--- src/rtl/core/challoc_pkg.sv ---
`timescale 1ns / 1ps

package challoc_pkg;

	localparam int CHANNELS   = 16;
	localparam int WAIT_DEPTH = 32;

	localparam int CH_W    = (CHANNELS > 1) ? $clog2(CHANNELS) : 1;
	localparam int PTR_W   = (WAIT_DEPTH > 1) ? $clog2(WAIT_DEPTH) : 1;
	localparam int CNT_W   = $clog2(WAIT_DEPTH + 1);
	localparam int ENTRY_W = 17;

	typedef enum logic [1:0] {
		CMD_PLAY   = 2'd0,
		CMD_FINISH = 2'd1,
		CMD_STOP   = 2'd2,
		CMD_CLEAR  = 2'd3
	} cmd_t;

	typedef enum logic [2:0] {
		ST_STARTED  = 3'd0,
		ST_QUEUED   = 3'd1,
		ST_REJECTED = 3'd2,
		ST_FREED    = 3'd3,
		ST_HANDED   = 3'd4,
		ST_STOPPED  = 3'd5,
		ST_CLEARED  = 3'd6
	} stat_t;

	typedef enum logic {
		S_IDLE = 1'b0,
		S_EXEC = 1'b1
	} state_t;

	typedef struct packed {
		logic  capture;
		logic  exec;
		stat_t op;
	} ctrl_cmd_t;

	typedef struct packed {
		cmd_t cmd;
		logic any_free;
		logic q_empty;
		logic q_full;
		logic fin_ok;
	} dp_status_t;

	// low 4 bits of a channel number, zero-extended for small channel counts
	function automatic logic [3:0] chan_to_out(input logic [CH_W-1:0] idx);
		logic [CH_W+3:0] t;
		t = (CH_W + 4)'(idx);
		return t[3:0];
	endfunction

	function automatic logic [CH_W-1:0] fin_to_idx(input logic [3:0] fin);
		logic [CH_W+3:0] t;
		t = (CH_W + 4)'(fin);
		return t[CH_W-1:0];
	endfunction

endpackage

--- src/rtl/core/channel_allocator_with_wait_queue.sv ---
`timescale 1ns / 1ps

// Channel allocator with a FIFO wait queue. A command beat is taken when start is high and
// busy is low; it is captured into the command registers, and its single result is
// registered from the execute cycle onto status, channel_out, started_sound and
// started_repeats, flagged by done for exactly one cycle; it cannot be held off. A beat
// is not taken during the execute cycle, in which the lowest-free-channel search and
// the queue update happen while the registered read of the queue memory supplies the
// oldest waiter. busy is high only during the execute cycle.

module channel_allocator_with_wait_queue (
	input  logic              clk,
	input  logic              arst_n,
	input  logic              start,
	output logic              busy,
	input  logic [1:0]        cmd,
	input  logic [7:0]        sound_id,
	input  logic signed [8:0] repeat_count,
	input  logic [3:0]        finished_channel,
	output logic              done,
	output logic [2:0]        status,
	output logic [3:0]        channel_out,
	output logic [7:0]        started_sound,
	output logic signed [8:0] started_repeats
);

	challoc_pkg::ctrl_cmd_t  ctl;
	challoc_pkg::dp_status_t st;

	challoc_ctrl u_ctrl (
		.clk    (clk),
		.arst_n (arst_n),
		.start  (start),
		.st     (st),
		.ctl    (ctl),
		.busy   (busy)
	);

	challoc_dp u_dp (
		.clk              (clk),
		.arst_n           (arst_n),
		.ctl              (ctl),
		.st               (st),
		.cmd              (cmd),
		.sound_id         (sound_id),
		.repeat_count     (repeat_count),
		.finished_channel (finished_channel),
		.done             (done),
		.status           (status),
		.channel_out      (channel_out),
		.started_sound    (started_sound),
		.started_repeats  (started_repeats)
	);

endmodule

--- src/rtl/core/challoc_ram.sv ---
`timescale 1ns / 1ps

module challoc_ram #(
	parameter int WIDTH = 8,
	parameter int DEPTH = 16
) (
	input  logic                                 clk,
	input  logic                                 we,
	input  logic [(DEPTH > 1 ? $clog2(DEPTH) : 1)-1:0] waddr,
	input  logic [WIDTH-1:0]                     wdata,
	input  logic [(DEPTH > 1 ? $clog2(DEPTH) : 1)-1:0] raddr,
	output logic [WIDTH-1:0]                     rdata
);

	logic [WIDTH-1:0] mem_q [DEPTH];

	always_ff @(posedge clk) begin
		if (we) begin
			mem_q[waddr] <= wdata;
		end
		rdata <= mem_q[raddr];
	end

endmodule

--- src/rtl/core/challoc_ctrl.sv ---
`timescale 1ns / 1ps

module challoc_ctrl (
	input  logic                    clk,
	input  logic                    arst_n,
	input  logic                    start,
	input  challoc_pkg::dp_status_t st,
	output challoc_pkg::ctrl_cmd_t  ctl,
	output logic                    busy
);

	challoc_pkg::state_t state_q, state_d;

	always_ff @(posedge clk or negedge arst_n) begin
		if (!arst_n) begin
			state_q <= challoc_pkg::S_IDLE;
		end else begin
			state_q <= state_d;
		end
	end

	always_comb begin
		state_d = state_q;
		case (state_q)
			challoc_pkg::S_IDLE: begin
				if (start) begin
					state_d = challoc_pkg::S_EXEC;
				end
			end
			challoc_pkg::S_EXEC: state_d = challoc_pkg::S_IDLE;
			default: state_d = challoc_pkg::S_IDLE;
		endcase
	end

	always_comb begin
		ctl.capture = 1'b0;
		ctl.exec    = 1'b0;
		ctl.op      = challoc_pkg::ST_CLEARED;
		busy        = 1'b0;
		case (state_q)
			challoc_pkg::S_IDLE: begin
				ctl.capture = start;
			end
			challoc_pkg::S_EXEC: begin
				ctl.exec = 1'b1;
				busy     = 1'b1;
				case (st.cmd)
					challoc_pkg::CMD_PLAY: begin
						if (st.any_free) begin
							ctl.op = challoc_pkg::ST_STARTED;
						end else if (st.q_full) begin
							ctl.op = challoc_pkg::ST_REJECTED;
						end else begin
							ctl.op = challoc_pkg::ST_QUEUED;
						end
					end
					challoc_pkg::CMD_FINISH: begin
						// out-of-range channel never dequeues a waiter
						if (!st.fin_ok || st.q_empty) begin
							ctl.op = challoc_pkg::ST_FREED;
						end else begin
							ctl.op = challoc_pkg::ST_HANDED;
						end
					end
					challoc_pkg::CMD_STOP:  ctl.op = challoc_pkg::ST_STOPPED;
					challoc_pkg::CMD_CLEAR: ctl.op = challoc_pkg::ST_CLEARED;
					default:                ctl.op = challoc_pkg::ST_CLEARED;
				endcase
			end
			default: begin
				busy = 1'b0;
			end
		endcase
	end

endmodule

--- src/rtl/core/challoc_dp.sv ---
`timescale 1ns / 1ps

module challoc_dp (
	input  logic                    clk,
	input  logic                    arst_n,
	input  challoc_pkg::ctrl_cmd_t  ctl,
	output challoc_pkg::dp_status_t st,
	input  logic [1:0]              cmd,
	input  logic [7:0]              sound_id,
	input  logic signed [8:0]       repeat_count,
	input  logic [3:0]              finished_channel,
	output logic                    done,
	output logic [2:0]              status,
	output logic [3:0]              channel_out,
	output logic [7:0]              started_sound,
	output logic signed [8:0]       started_repeats
);

	// captured beat
	challoc_pkg::cmd_t cmd_q;
	logic [7:0]        sound_q;
	logic [8:0]        reps_q;
	logic [3:0]        fin_q;

	logic [challoc_pkg::CHANNELS-1:0] chan_busy_q;
	logic [challoc_pkg::PTR_W-1:0]    head_q, tail_q;
	logic [challoc_pkg::CNT_W-1:0]    count_q;
	logic                             done_q;

	logic [challoc_pkg::CH_W-1:0]    free_idx;
	logic                            any_free;
	logic [challoc_pkg::CH_W-1:0]    fin_idx;
	logic                            ram_we;
	logic [challoc_pkg::ENTRY_W-1:0] ram_rdata;
	logic [challoc_pkg::PTR_W-1:0]   head_nx, tail_nx;

	always_ff @(posedge clk) begin
		if (ctl.capture) begin
			cmd_q   <= challoc_pkg::cmd_t'(cmd);
			sound_q <= sound_id;
			reps_q  <= repeat_count;
			fin_q   <= finished_channel;
		end
	end

	// lowest-numbered free channel
	always_comb begin
		free_idx = '0;
		any_free = 1'b0;
		for (int i = challoc_pkg::CHANNELS - 1; i >= 0; i--) begin
			if (!chan_busy_q[i]) begin
				free_idx = challoc_pkg::CH_W'(i);
				any_free = 1'b1;
			end
		end
	end

	assign fin_idx = challoc_pkg::fin_to_idx(fin_q);

	assign st.cmd      = cmd_q;
	assign st.any_free = any_free;
	assign st.q_empty  = (count_q == '0);
	assign st.q_full   = (count_q == challoc_pkg::CNT_W'(challoc_pkg::WAIT_DEPTH));
	assign st.fin_ok   = ({28'd0, fin_q} < 32'(challoc_pkg::CHANNELS));

	assign head_nx = (head_q == challoc_pkg::PTR_W'(challoc_pkg::WAIT_DEPTH - 1))
		? '0 : head_q + challoc_pkg::PTR_W'(1);
	assign tail_nx = (tail_q == challoc_pkg::PTR_W'(challoc_pkg::WAIT_DEPTH - 1))
		? '0 : tail_q + challoc_pkg::PTR_W'(1);

	assign ram_we = ctl.exec && (ctl.op == challoc_pkg::ST_QUEUED);

	// head entry is read every cycle, so it is ready by the execute cycle
	challoc_ram #(
		.WIDTH (challoc_pkg::ENTRY_W),
		.DEPTH (challoc_pkg::WAIT_DEPTH)
	) u_wait_ram (
		.clk   (clk),
		.we    (ram_we),
		.waddr (tail_q),
		.wdata ({reps_q, sound_q}),
		.raddr (head_q),
		.rdata (ram_rdata)
	);

	always_ff @(posedge clk or negedge arst_n) begin
		if (!arst_n) begin
			chan_busy_q <= '0;
			head_q      <= '0;
			tail_q      <= '0;
			count_q     <= '0;
			done_q      <= 1'b0;
		end else begin
			done_q <= ctl.exec;
			if (ctl.exec) begin
				case (ctl.op)
					challoc_pkg::ST_STARTED: chan_busy_q[free_idx] <= 1'b1;
					challoc_pkg::ST_QUEUED: begin
						tail_q  <= tail_nx;
						count_q <= count_q + challoc_pkg::CNT_W'(1);
					end
					challoc_pkg::ST_FREED: begin
						if (st.fin_ok) begin
							chan_busy_q[fin_idx] <= 1'b0;
						end
					end
					challoc_pkg::ST_HANDED: begin
						chan_busy_q[fin_idx] <= 1'b1;
						head_q               <= head_nx;
						count_q              <= count_q - challoc_pkg::CNT_W'(1);
					end
					challoc_pkg::ST_STOPPED: chan_busy_q <= '0;
					challoc_pkg::ST_CLEARED: begin
						head_q  <= '0;
						tail_q  <= '0;
						count_q <= '0;
					end
					default: begin
					end
				endcase
			end
		end
	end

	always_ff @(posedge clk) begin
		if (ctl.exec) begin
			status          <= ctl.op;
			channel_out     <= 4'd0;
			started_sound   <= 8'd0;
			started_repeats <= 9'sd0;
			case (ctl.op)
				challoc_pkg::ST_STARTED: begin
					channel_out     <= challoc_pkg::chan_to_out(free_idx);
					started_sound   <= sound_q;
					started_repeats <= reps_q;
				end
				challoc_pkg::ST_FREED: channel_out <= fin_q;
				challoc_pkg::ST_HANDED: begin
					channel_out     <= fin_q;
					started_sound   <= ram_rdata[7:0];
					started_repeats <= ram_rdata[16:8];
				end
				default: begin
				end
			endcase
		end
	end

	assign done = done_q;

endmodule

--- config.mk ---
export PLATFORM = sky130hd
export DESIGN_NAME = channel_allocator_with_wait_queue
export DESIGN_NICKNAME = d
export VERILOG_FILES = /design/src/rtl/core/challoc_pkg.sv /design/src/rtl/core/channel_allocator_with_wait_queue.sv /design/src/rtl/core/challoc_ram.sv /design/src/rtl/core/challoc_ctrl.sv /design/src/rtl/core/challoc_dp.sv
export SDC_FILE = /design/constraint.sdc
export NUM_CORES = 1
export LEC_CHECK = 0
export BUFFER_PORTS_ARGS = -buffer_cell sky130_fd_sc_hd__buf_2
export CAP_MARGIN = 0
export CORE_ASPECT_RATIO = 1.75
export CORE_MARGIN = 1.5
export CORE_UTILIZATION = 60
export CTS_CLUSTER_SIZE = 20
export DETAILED_ROUTE_END_ITERATION = 16
export PLACE_DENSITY = 0.77
export SETUP_SLACK_MARGIN = 0.1
export SLEW_MARGIN = 0
export SYNTH_ARGS = -nofsm -noshare
export SYNTH_HDL_FRONTEND = slang
export SYNTH_SLANG_ARGS = --single-unit
--- constraint.sdc ---
create_clock -name clk -period 7.3 [get_ports clk]
set_input_delay 0 -clock clk [delete_from_list [all_inputs] [get_ports clk]]
set_output_delay 0 -clock clk [all_outputs]
set_load 0.05 [all_outputs]
==> results of run 1 <==
## placed cells by master, fill, tap and decap left out, types with 31 or more instances in the layout
cell type and n:
a21oi_1 31, buf_2 51, buf_4 43, clkbuf_16 55, dfrtp_1 31, edfxtp_1 591, mux2i_1 34, mux4_2 153
nand2_1 33, nor2_1 41
## worst min-delay path by stage
stage                           start                   to  slack (ps)  cells past startpoint
final                          arst_n  u_dp.chan_busy_q[3]          60                      2
after global routing      sound_id[2]      u_dp.sound_q[2]         130                      2
after CTS                      arst_n  u_dp.chan_busy_q[3]          90                      2
after detailed placement       arst_n  u_dp.chan_busy_q[3]         150                      1
after global placement         arst_n  u_dp.chan_busy_q[3]         150                      1
after floorplan                arst_n       u_ctrl.state_q        -300                      0
## power by group through the flow
| stage | Clock, mW | Combinational (mW) | Sequential, mW |
|---|---|---|---|
| global placement | 0 | 0.934 | 4.31 |
| CTS | 3.24 | 0.971 | 4.23 |
| global route | 3.37 | 1.03 | 4.24 |
| floorplan | 0 | 0.802 | 4.22 |
| detailed placement | 0 | 0.951 | 4.31 |
| finish | 3.20 | 0.959 | 4.23 |
## kinds of logic after synthesis
logic type / after synthesis
simple gates: 162
buf+inv: 77
compound gates: 162
xor+xnor: 3
mux: 188
flops: 642
fa+ha+maj: 12
## sequential cells by signal (all words and copies together), names as in the netlist, 5 cells and up
register,count
u_dp.tail_q,5
u_dp.chan_busy_q,16
u_dp.count_q,6
u_dp.u_wait_ram.mem_q,544
u_dp.started_repeats,9
u_dp.reps_q,9
u_dp.u_wait_ram.rdata,17
u_dp.head_q,5
u_dp.sound_q,8
u_dp.started_sound,8
## routing by layer
layer | global-route usage (%) | share of wire [%] | up-vias | wire (µm)
met5 | 0 | 0 | - | 0
met4 | 15.0 | 5.8 | 0 | 3340
met3 | 3.68 | 6.0 | 181 | 3470
met2 | 50.1 | 54 | 648 | 31300
met1 | 31.6 | 34 | 6635 | 19600
li1 | - | - | 5387 | -
## layout make-up
class,count,share of cell area [%]
multi-input cells,527,21.0
inverters,9,0.119
flip-flops and latches,642,66.5
clock buffers,61,4.98
repair buffers,120,2.98
well taps,555,2.44
clock inverters,38,1.99
## stage by stage
stage / hold WS [ps] / instance area (µm²)
after floorplan: -296 / 25200
after global placement: 154 / 26300
after detailed placement: 153 / 26300
after CTS: 87.4 / 28500
after global routing: 129 / 28500
final: 59.3 / 28500
## critical path, cell delays in order (launching register included)
cell     delay, ps
dfrtp_1        480
nand4_1        230
nor4_4         650
and3_1         380
nand2_1        270
nor2_1         860
buf_4          350
==> impl_results.md, run 1 <==
* Post-layout util at 68.5%
* Seq cells post-synth at 642
* Worst r2r src: u_dp.chan_busy_q[5]
* Vias at 12,900
* Seq pwr share at 50.4%
* Sequential fraction of the synthesis area at 75.1%
* Avg Inst Size Synth at 20.2 µm²
* Max rail drop VDD at 0.195 mV
* Final Non-Filler Cells at 1,952
* Grt total ovfl at 0
* Unrepaired setup endpoints after global routing: false
* Fin Clk Skew at 22.9 ps
* Synth Area in Adders at 0.625%
* Syn nets at 1,284
* Synth unique cells at 66
* Number of antenna diodes at 0
* Hold_buf cts at 25
* Antenna Nets Post-Route at 0
* Commonest cells in the netlist: 591 x edfxtp_1, 153 x mux4_2, 56 x nor2_1, 34 x dfrtp_1, 34 x mux2i_1
* Max Buffers Root-to-Sink at 3
* First-pass GRT wire length at 85,000 µm
* Post-DP HPWL at 34,200 µm
* Std-Cell Core Area at 41,600 µm²
* First DRT Iteration DRCs at 1,612
* Worst hold path type: in -> async
* Final Net Count at 1,391
* Clock power share at 38.2%
* Max FO, Critical Path at 9
* PortBufs at 51
* Critical R2R Capture: u_dp.u_wait_ram.mem_q[0][6]
* Psw at 1.89 mW
* Worst slack, placed at 3800 ps
* Comb pwr share at 11.4%
* Mapped Cells at 1,246
* Setup TNS at 0 ps
* Reg clk slew, reported paths at 70 ps
* Sequential cell area at 18,900 µm²
* Share of async-settable or async-resettable flops after synthesis at 5.30%
* Worst setup startpoint: u_dp.chan_busy_q[5]
* Initial antenna violation count at 0
* Post CTS Setup Buffer Count at 0
* Mux cell area share after synthesis at 15.1%
* Simple-Gate Fraction of Synth Area at 3.31%
* CTS Buf Count at 53
* First-pass DRT Iterations at 8
* Startpoint type of the worst setup path: register
* Clock latency on the worst-skew pair at 600 ps
* I/O pin count at 52
* H-tree levels at 2
* Sw frac at 22.5%
* Period utilization at 48.3%
* CP arrival at 3820 ps
* Rel. slew slack at 15.2%
* Total global-route track usage at 27.7%
* WL/cell at 29.6 µm
* Setup crit end kind: register
* Die Ht at 274 µm
* Clk sinks at 642
* Final max-slew violation count at 0
* Minimum clock period at 3530 ps
* R2R setup slack at 3770 ps
* Vias in the first global route at 13,300
* Max Cap Viol at 0
* Largest net degree at the start of global routing at 96
* Worst Tran Pin Value at 1270 ps
* EDFF count, synth at 591
* Area of the die at 43,300 µm²
* Status: complete, no violations
* Number of setup violations in the final report at 0
* Top post-synthesis cells by area: edfxtp_1 70%, mux4_2 14%, dfrtp_1 3.4%, dfxtp_1 1.3%, mux2i_1 1.3%
* Synth Area in Compound Gates at 4.48%
* Crit Path Class: reg -> reg
* Max frequency at 0.283 GHz
* Synth Area in XOR/XNOR at 0.104%
* YS warnings at 0
* Final-report hold violation count at 0
* Post-CTS sizing at 0
* Dpl cells at 1,828
* Filler instances at 2,513
* Largest family of logic cells by synthesized area: multiplexers
* Area delta synth->final at 13.0%
* Synth Flop Type: edfxtp_1
* Power, Total at 8.39 mW
* Setup WS post-layout at 3770 ps
* Layout cells sized above 1 at 26.3%
* R2R cell count at 6
* Post-Syn Area at 25,200 µm²
* Cell accounting for the most synthesized area: edfxtp_1
* Internal Pwr Total at 6.50 mW
* Share of the synthesized area in the top cell type at 70.4%
* Gp weighted congestion at 0.931
* Vias per std cell at 6.58
* CTS tree: yes
* Clk root buf: clkbuf_16
* DRC violations left at 0
* Crit path required time at 7590 ps
* Row count at 99
* Multi-input logic area at 5990 µm²
* WL final at 57,700 µm
* DIE WIDTH at 158 µm
* Pwr per Cell Area at 294 nW/µm²
* P_leak at 9.04 nW
* Cell with the most instances after synthesis: edfxtp_1
* Initial Util at 60.6%
* Critical path endpoint: u_dp.u_wait_ram.mem_q[0][6]
Note: power is estimated with default switching activity, not from simulation.
==> run 2: changes to the inputs <==
CORE_UTILIZATION = 56   (was 60)
PLACE_DENSITY = 0.75   (was 0.77)
clock period = 2.9 ns   (was 7.3 ns; I/O delays follow)
==> run 2 against run 1 <==
Compared with the run above:
- worst hold slack gained 22 ps
- global-route usage fell by 1.6 points
- first-iteration DRC count decreased by 5.8%
==> impl_results.md, run 2 (synthesis gave the netlist of run 1 again) <==
* Most common cell after layout, fill and taps aside: edfxtp_1
* Minimum clock period at 2660 ps
* Initial Util at 56.8%
* Reg clk slew, reported paths at 70 ps
* WL final at 58,700 µm
* Setup TNS at 0 ps
* Setup crit end kind: register
* Post-DP HPWL at 37,800 µm
* DIE WIDTH at 163 µm
* Grt total ovfl at 0
* Final-report hold violation count at 0
* Period utilization at 91.8%
* Final Net Count at 1,455
* Final max-slew violation count at 0
* P_leak at 9.36 nW
* Fin Clk Skew at 11.9 ps
* Largest registers: u_dp.u_wait_ram.mem_q x544, u_dp.u_wait_ram.rdata x17, u_dp.chan_busy_q x16
* PortBufs at 51
* Max rail drop VDD at 0.567 mV
* Gp weighted congestion at 0.938
* First DRT Iteration DRCs at 1,518
* Std-Cell Core Area at 44,400 µm²
* Row count at 102
* Max Cap Viol at 0
* Setup WS post-layout at 237 ps
* H-tree levels at 2
* Die Ht at 284 µm
* Max Buffers Root-to-Sink at 3
* First-pass GRT wire length at 86,800 µm
* Startpoint type of the worst setup path: register
* Worst slack, placed at 42.0 ps
* Area of the die at 46,400 µm²
* First-pass DRT Iterations at 8
* Vias at 13,100
* Area delta synth->final at 15.4%
* Max frequency at 0.376 GHz
* Layout cells sized above 1 at 30.3%
* Post CTS Setup Buffer Count at 0
* Clock latency on the worst-skew pair at 590 ps
* Number of antenna diodes at 0
* Largest net degree at the start of global routing at 37
* Vias per std cell at 6.42
* CP arrival at 3140 ps
* Crit path required time at 3380 ps
* R2R setup slack at 240 ps
* Top reg by flops: u_dp.u_wait_ram.mem_q
* Most frequent cells in the layout: 591 x edfxtp_1, 153 x mux4_2, 97 x buf_4, 57 x clkbuf_16, 51 x buf_2
* Vias in the first global route at 13,600
* Antenna Nets Post-Route at 0
* I/O pin count at 52
* Status: complete, no violations
* Total global-route track usage at 26.1%
* DRC violations left at 0
* Max FO, Critical Path at 13
* Crit Path Class: reg -> reg
* WL/cell at 28.8 µm
* Initial antenna violation count at 0
* Worst hold path type: in -> async
* Post-layout util at 65.6%
* Rel. slew slack at 12.4%
* Max FFs per register at 544
* Number of setup violations in the final report at 0
* Unrepaired setup endpoints after global routing: false
* Clk sinks at 642
* CTS tree: yes
* Clk root buf: clkbuf_16
* Pwr per Cell Area at 726 nW/µm²
* CTS Buf Count at 54
* Worst Tran Pin Value at 1280 ps
run 2: through the flow:
| stage | power [mW] | std cells | hold slack, ps | instance area, µm² |
|---|---|---|---|---|
| floorplan | 12.7 | 1246 | -296 | 25300 |
| global placement | 13.6 | 1908 | 150 | 26900 |
| detailed placement | 13.6 | 1908 | 158 | 26900 |
| CTS | 21.2 | 2035 | 72.9 | 29100 |
| global route | 21.7 | 2035 | 108 | 29100 |
| finish | 21.1 | 2035 | 81.0 | 29100 |
run 2: what timing repair did:
item / in CTS / in global routing
hold endpoints to repair: 58 / 0
gates resized for setup: 6 / 15
setup endpoints to repair: 98 / 262
hold buffers: 25 / 0
run 2: layer usage:
| metal | vias up | wire [µm] | global-route usage, % |
|---|---|---|---|
| li1 | 5509 | - | - |
| met4 | 0 | 2950 | 12.5 |
| met5 | - | 0 | 0 |
| met1 | 6796 | 19900 | 29.8 |
| met2 | 615 | 32600 | 47.9 |
| met3 | 149 | 3180 | 3.20 |
run 2: final timing paths:
kind / start / depth (start not counted) / endpoint
worst min-delay path: arst_n / 2 / u_dp.chan_busy_q[7]
worst min register to register: u_dp.u_wait_ram.rdata[2] / 1 / u_dp.started_sound[2]
worst max register to register: u_dp.count_q[5] / 11 / u_dp.count_q[5]
max in group asynchronous: arst_n / 2 / u_ctrl.state_q
min in group clk: repeat_count[0] / 2 / u_dp.reps_q[0]
worst max-delay path: u_dp.count_q[5] / 11 / u_dp.count_q[5]
run 2: final cells by class:
cell class	instances	area (µm²)
flip-flops and latches	642	19000
fillers	2835	15300
multi-input cells	527	6090
clock buffers	67	1480
repair buffers	183	1430
well taps	572	716
clock inverters	35	408
inverters	9	36.3
run 2: report_power, final:
group	switching, mW	leakage, nW	internal (mW)
Combinational	1.46	2.49	1.54
Sequential	0.215	5.94	10.2
Clock	3.23	0.931	4.44
Total	4.91	9.36	16.2
run 2: worst max-delay path, stage by stage (launching register included):
cell	delay, ps
dfrtp_1	450
nor4_2	340
nand2_1	190
nand2_4	140
inv_4	90
ha_1	320
a211oi_2	240
o21bai_1	110
a21oi_1	190
xnor2_1	170
o21bai_1	90
a22o_1	230
